===== src/sv/tma_pkg.sv =====
// Shared constants, types and helpers for the trailing moving average block.
package tma_pkg;

  localparam int MAX_WINDOW  = 1024;
  localparam int SAMPLE_BITS = 32;

  localparam int DATA_W = 32;   // sample and average width on the streams
  localparam int CFG_W  = 11;   // window_length register width
  localparam int AW     = $clog2(MAX_WINDOW);
  localparam int LEN_W  = $clog2(MAX_WINDOW + 1);
  localparam int SUM_W  = SAMPLE_BITS + $clog2(MAX_WINDOW);
  localparam int CNT_W  = $clog2(SUM_W);

  typedef logic [AW-1:0]           addr_t;
  typedef logic [LEN_W-1:0]        len_t;
  typedef logic signed [SUM_W-1:0] sum_t;

  // Divide request from the window update to the divider
  typedef struct packed {
    logic start;
    sum_t sum;
    len_t len;
  } div_req_t;

  // Divider status toward the control
  typedef struct packed {
    logic              busy;
    logic              done;
    logic [DATA_W-1:0] quotient;
  } div_rsp_t;

  // Window bookkeeping, exposed for checks
  typedef struct packed {
    len_t len;
    len_t fill;
  } win_status_t;

  // Clamp a written window length to 1..MAX_WINDOW
  function automatic len_t clamp_len(input logic [CFG_W-1:0] value);
    len_t res;
    if (value == '0) begin
      res = len_t'(1);
    end else if (int'(value) > MAX_WINDOW) begin
      res = len_t'(MAX_WINDOW);
    end else begin
      res = len_t'(value);
    end
    return res;
  endfunction

endpackage


===== src/sv/tma_div.sv =====
// Restoring divider, one quotient bit per cycle, truncating toward zero.
module tma_div (
  input  logic              clk,
  input  logic              rst,
  input  tma_pkg::div_req_t req,
  input  logic              ack,
  output tma_pkg::div_rsp_t rsp
);
  import tma_pkg::*;

  logic              busy;
  logic              done;
  logic              neg;
  logic [CNT_W-1:0]  cnt;
  logic [SUM_W-1:0]  quo;
  logic [LEN_W-1:0]  rem;
  len_t              dvs;

  logic [LEN_W:0]    trial;
  logic              fits;
  logic [LEN_W-1:0]  rem_next;
  logic [DATA_W-1:0] mag;

  always_comb begin
    trial    = {rem, quo[SUM_W-1]};
    fits     = trial >= {1'b0, dvs};
    rem_next = fits ? LEN_W'(trial - {1'b0, dvs}) : LEN_W'(trial);
  end

  always_ff @(posedge clk) begin
    if (rst) begin
      busy <= 1'b0;
      done <= 1'b0;
    end else if (req.start) begin
      busy <= 1'b1;
      done <= 1'b0;
    end else if (busy) begin
      if (int'(cnt) == SUM_W - 1) begin
        busy <= 1'b0;
        done <= 1'b1;
      end
    end else if (ack) begin
      done <= 1'b0;
    end
  end

  always_ff @(posedge clk) begin
    if (req.start) begin
      neg <= req.sum[SUM_W-1];
      quo <= req.sum[SUM_W-1] ? SUM_W'(-req.sum) : SUM_W'(req.sum);
      rem <= '0;
      dvs <= req.len;
      cnt <= '0;
    end else if (busy) begin
      quo <= {quo[SUM_W-2:0], fits};
      rem <= rem_next;
      cnt <= cnt + CNT_W'(1);
    end
  end

  assign mag          = quo[DATA_W-1:0];
  assign rsp.busy     = busy;
  assign rsp.done     = done;
  assign rsp.quotient = neg ? DATA_W'(-mag) : mag;

endmodule


===== config.mk =====
export PLATFORM = sky130hd
export DESIGN_NAME = tma_div
export DESIGN_NICKNAME = d
export VERILOG_FILES = /design/src/sv/tma_pkg.sv /design/src/sv/tma_div.sv
export SDC_FILE = /design/constraint.sdc
export NUM_CORES = 1
export LEC_CHECK = 0
export ABC_AREA = 1
export BUFFER_PORTS_ARGS = -buffer_cell sky130_fd_sc_hd__buf_2
export CORE_MARGIN = 1.5
export CORE_UTILIZATION = 50
export CTS_CLUSTER_DIAMETER = 100
export CTS_CLUSTER_SIZE = 8
export DETAILED_ROUTE_END_ITERATION = 6
export PLACE_DENSITY = 0.72
export SLEW_MARGIN = 10
export SYNTH_ARGS = -nofsm -noshare
export SYNTH_HDL_FRONTEND = slang
export SYNTH_SLANG_ARGS = --single-unit

===== constraint.sdc =====
create_clock -name clk -period 6.03 [get_ports clk]
set_clock_uncertainty 0.05 [all_clocks]
set_input_delay 0.9045 -clock clk [delete_from_list [all_inputs] [get_ports clk]]
set_output_delay 0.9045 -clock clk [all_outputs]
set_load 0.01 [all_outputs]

Yosys cells after proc, flatten, opt, wreduce, memory -nomap -nowiden
Cells that the tools add are included.
Word-level totals
  register bits: 73
  output and inout port bits: 34
  logic and storage cells: 29
  input bits: 57
Cells by class
  reduce and logical (&&, ||, !) cells: 4
  muxes and demuxes: 11
  equal/unequal tests: 2
  magnitude comparators: 1
  $add $sub $neg: 4
Operators with widths (count)
  42-bit two-way mux: 3
  42-bit negator: 1
  32-bit two-way mux: 1
  32-bit negator: 1
  12-bit by 11-bit greater-or-equal comparator with 1-bit output: 1
  11-bit two-way mux: 1
  11-bit subtractor: 1
  6-bit by 1-bit adder with 6-bit output (second input constant): 1
  6-bit equality test (second input constant): 1
  1-bit two-way mux: 6
  2-bit nonzero test: 2
  2-bit by 1-bit != test with 1-bit output (second input constant): 1
  2-bit AND reduction: 1
  2-bit OR reduction: 1

Depth between registers and ports, before layout
  depth in word-level cells: 4
  mapped depth: 12
  mapped depth without buffers: 12

Worst setup path after synthesis
No wires, ideal clock.
  path kind: input port to flip-flop
  start: input port req[53] in the netlist's numbering
  end: register quo[0] (enable)
  cell stages on the path: 3
  setup slack: 3484 ps
  data arrival time: 2095 ps
  cell sequence: buf_2 > nor2_1 > inv_1
Between the ends
  word-level cells in the longest chain between the ends: 1
Ends and longest elaborated chain
  start: declaration: line tma_div.sv:5  | input tma_pkg::div_req_t req,
  2-bit nonzero test (no source line)
  end signal: assignment: line tma_div.sv:50  | quo <= req.sum[SUM_W-1] ? SUM_W'(-req.sum) : SUM_W'(req.sum);
  end signal: assignment: line tma_div.sv:55  | quo <= {quo[SUM_W-2:0], fits};
  end: declaration: line tma_div.sv:15  | logic [SUM_W-1:0] quo;
No other way between the ends.
A chain may end at the register's enable or synchronous reset.

==> impl_metrics.tcl <==
set metrics [dict create \
    cp-start-kind "flop" \
    synth.avg_cell_area_um2 6.794 \
    synth_warnings 0 \
    synth-seq-cells 73 \
    critPathRequiredTime_ps 5080 \
    arrival_ps 2360 \
    report.final.slew_viol_count 0 \
    total_power_mw 1.530 \
    drtIter0Drc 504 \
    cts_resized 0 \
    hold_buffers 0 \
    die_y_um 111.7 \
    setup_viol 0 \
    fin_crit_sh_pct 55.04 \
    grt_max_degree 53 \
    max_freq_mhz 301.3 \
    period_needed_ps 3319 \
    path_max_fanout 26 \
    routed_wirelength_um 15530 \
    hold_class "reg2reg" \
    drive_gt1_share_pct 15.26 \
    clkLatencyLatePin_ps 330 \
    drc 0 \
    num_vias 5832 \
    ant_nets 0 \
    cts_made_buffers 9 \
    status "finished clean" \
    die-area_mm2 0.01248 \
    wire_per_inst_um 14.20 \
    coreArea_mm2 0.01147 \
    cts_tree "yes" \
    gp_congestion 0.8938 \
    criticalPathCategory "reg2out" \
    antenna_cells 0 \
    sequentialPowerShare_pct 41.7 \
    grt_pass1_vias 5081 \
    grt_overflow 0 \
    path_clk_slew_ps 60 \
    tightestPinTransition_ps 1010 \
    setup_tns_ps 0 \
    cellPowerDensity_mw_per_mm2 228.0 \
    clock-sinks 73 \
    drt-pass1-iter-count 6 \
    port_buffers 90 \
    hpwl_um 11800 \
    fp.dieW_um 111.7 \
    synthArstFlopShare_pct 0 \
    yosysSeqAreaShare_pct 33.87 \
    ioPinCount 91 \
    start_util_pct 51.54 \
    rows 39 \
    syn_area_mm2 0.005911 \
    cts_setup_buffers 0 \
    netSwitchingFraction_pct 30.98 \
    synth_edf_count 54 \
    grt.total_usage_pct 25.31 \
    max-slew-margin-rel_pct 32.70 \
    ys.flop_type "edfxtp_1" \
    synth_fp_nets 943 \
    hold_violations 0 \
    p_int_mw 1.056 \
    grt_pass1_wl_um 25350 \
    end_kind "output pin" \
    clockBufferDepth 2 \
    ir_drop_mv 0.1605 \
    syn_to_final_growth_pct 13.55 \
    yosysUniqueCellTypes 43 \
    htreeDepth 3 \
    rsz0062_at_grt "false" \
    clock-root-buffer "clkbuf_16" \
    p_switching_uw 474.0 \
    antenna_found_initial 0 \
    netlist_instances 870 \
    p_leak_nw 3.061 \
    clockPowerShare_pct 35.6 \
    nNetsFinal 1018 \
    pwr-share-comb_pct 22.7 \
    drv_cap 0 \
    viasPerCell 5.336 \
]
-- cells by family after synthesis --
| logic type | share of synthesized area (%) |
|---|---|
| and+or+nand+nor | 37.89 |
| xor gates and xnor gates | 7.409 |
| AOI/OAI and AO/OA | 9.018 |
| adders and majority gates | 3.514 |
| buffers and inverters | 8.298 |
| DFF | 33.87 |
-- cells in the mapped netlist (2+ instances only) --
cell | instances | area, µm²
nand2_1 | 254 | 953.4
nor2_1 | 113 | 424.2
inv_1 | 86 | 322.8
nand3_1 | 78 | 390.4
edfxtp_1 | 54 | 1622
xor2_1 | 38 | 332.8
o21ai_0 | 37 | 185.2
nand4_1 | 24 | 150.1
o21ai_1 | 23 | 115.1
dfxtp_1 | 19 | 380.4
a21oi_1 | 18 | 90.09
ha_1 | 15 | 187.7
buf_2 | 14 | 70.07
nor2_2 | 13 | 81.33
nor3_1 | 13 | 65.06
xnor2_1 | 12 | 105.1
clkbuf_1 | 8 | 30.03
a31oi_1 | 6 | 37.54
inv_2 | 6 | 22.52
buf_4 | 5 | 37.54
nand2_2 | 4 | 25.02
nand3_2 | 3 | 30.03
nand3b_1 | 3 | 22.52
nor2_4 | 2 | 22.52
o21ai_2 | 2 | 17.52
o21bai_1 | 2 | 15.01
or2_2 | 2 | 12.51
-- power by group through the flow --
| stage | logic (mW) | clock network [mW] | registers [mW] |
|---|---|---|---|
| final | 0.348 | 0.544 | 0.638 |
| after global routing | 0.388 | 0.573 | 0.644 |
| after CTS | 0.347 | 0.550 | 0.637 |
| after detailed placement | 0.345 | 0 | 0.647 |
| after global placement | 0.343 | 0 | 0.647 |
| after floorplan | 0.238 | 0 | 0.629 |
-- through the flow --
step	hold WS, ps	setup WS (ps)	cell area, µm²	cells	util (%)
finish	435.5	2711	6711	1093	58.53
global route	446.1	2561	6711	1093	58.53
CTS	432.3	2706	6711	1093	58.53
detailed placement	423.7	2914	6414	1077	55.93
global placement	421.6	2954	6414	1077	55.93
floorplan	398.8	3484	5911	870	-
-- worst max-delay path, cell delays in order (launching register included) --
cell	delay, ps
edfxtp_1	900
inv_1	440
a21oi_1	340
a21oi_1	70
nand2_1	90
nand2_1	50
buf_2	140
-- cell type report --
class / instances / area (µm²)
fillers: 1113 / 4756
multi-input cells: 676 / 3418
flip-flops and latches: 73 / 2002
repair buffers: 92 / 465.4
inverters: 93 / 349.1
clock buffers: 12 / 246.5
well taps: 143 / 178.9
clock inverters: 4 / 51.30
-- path summary, 6_finish.rpt --
check,from,endpoint,slack [ps],cells after the start
setup / recovery,neg$_DFFE_PP_,rsp[22],2710,6
hold / removal,rem[9]$_SDFFE_PP0P_,rem[9]$_SDFFE_PP0P_,440,2
setup reg to reg,quo[41]$_DFFE_PP_,rem[7]$_SDFFE_PP0P_,3450,9
hold reg to reg,rem[9]$_SDFFE_PP0P_,rem[9]$_SDFFE_PP0P_,440,2
-- per-layer routing --
metal,share of wire (%),global-route usage (%),vias to the layer above
li1,-,-,2990
met1,48,37.72,2610
met2,43,38.21,217
met3,7.8,4.246,15
met4,1.3,6.498,0
met5,0,0,-
-- state kept, by name (all words and copies together), names as in the netlist --
signal / count
done: 1
quo: 42
dvs: 11
rem: 11
busy: 1
neg: 1
cnt: 6
-- placed cells by master (no fill, tap or decap), types with 9 or more instances in the layout --
cell,count
a21oi_1,18
buf_2,90
clkbuf_16,9
dfxtp_1,19
edfxtp_1,54
ha_1,15
inv_1,85
nand2_1,254
nand3_1,78
nand4_1,24
nor2_1,113
nor2_2,13
nor3_1,13
o21ai_0,37
o21ai_1,23
xnor2_1,12
xor2_1,38
Power figures use the tool's default switching activity.
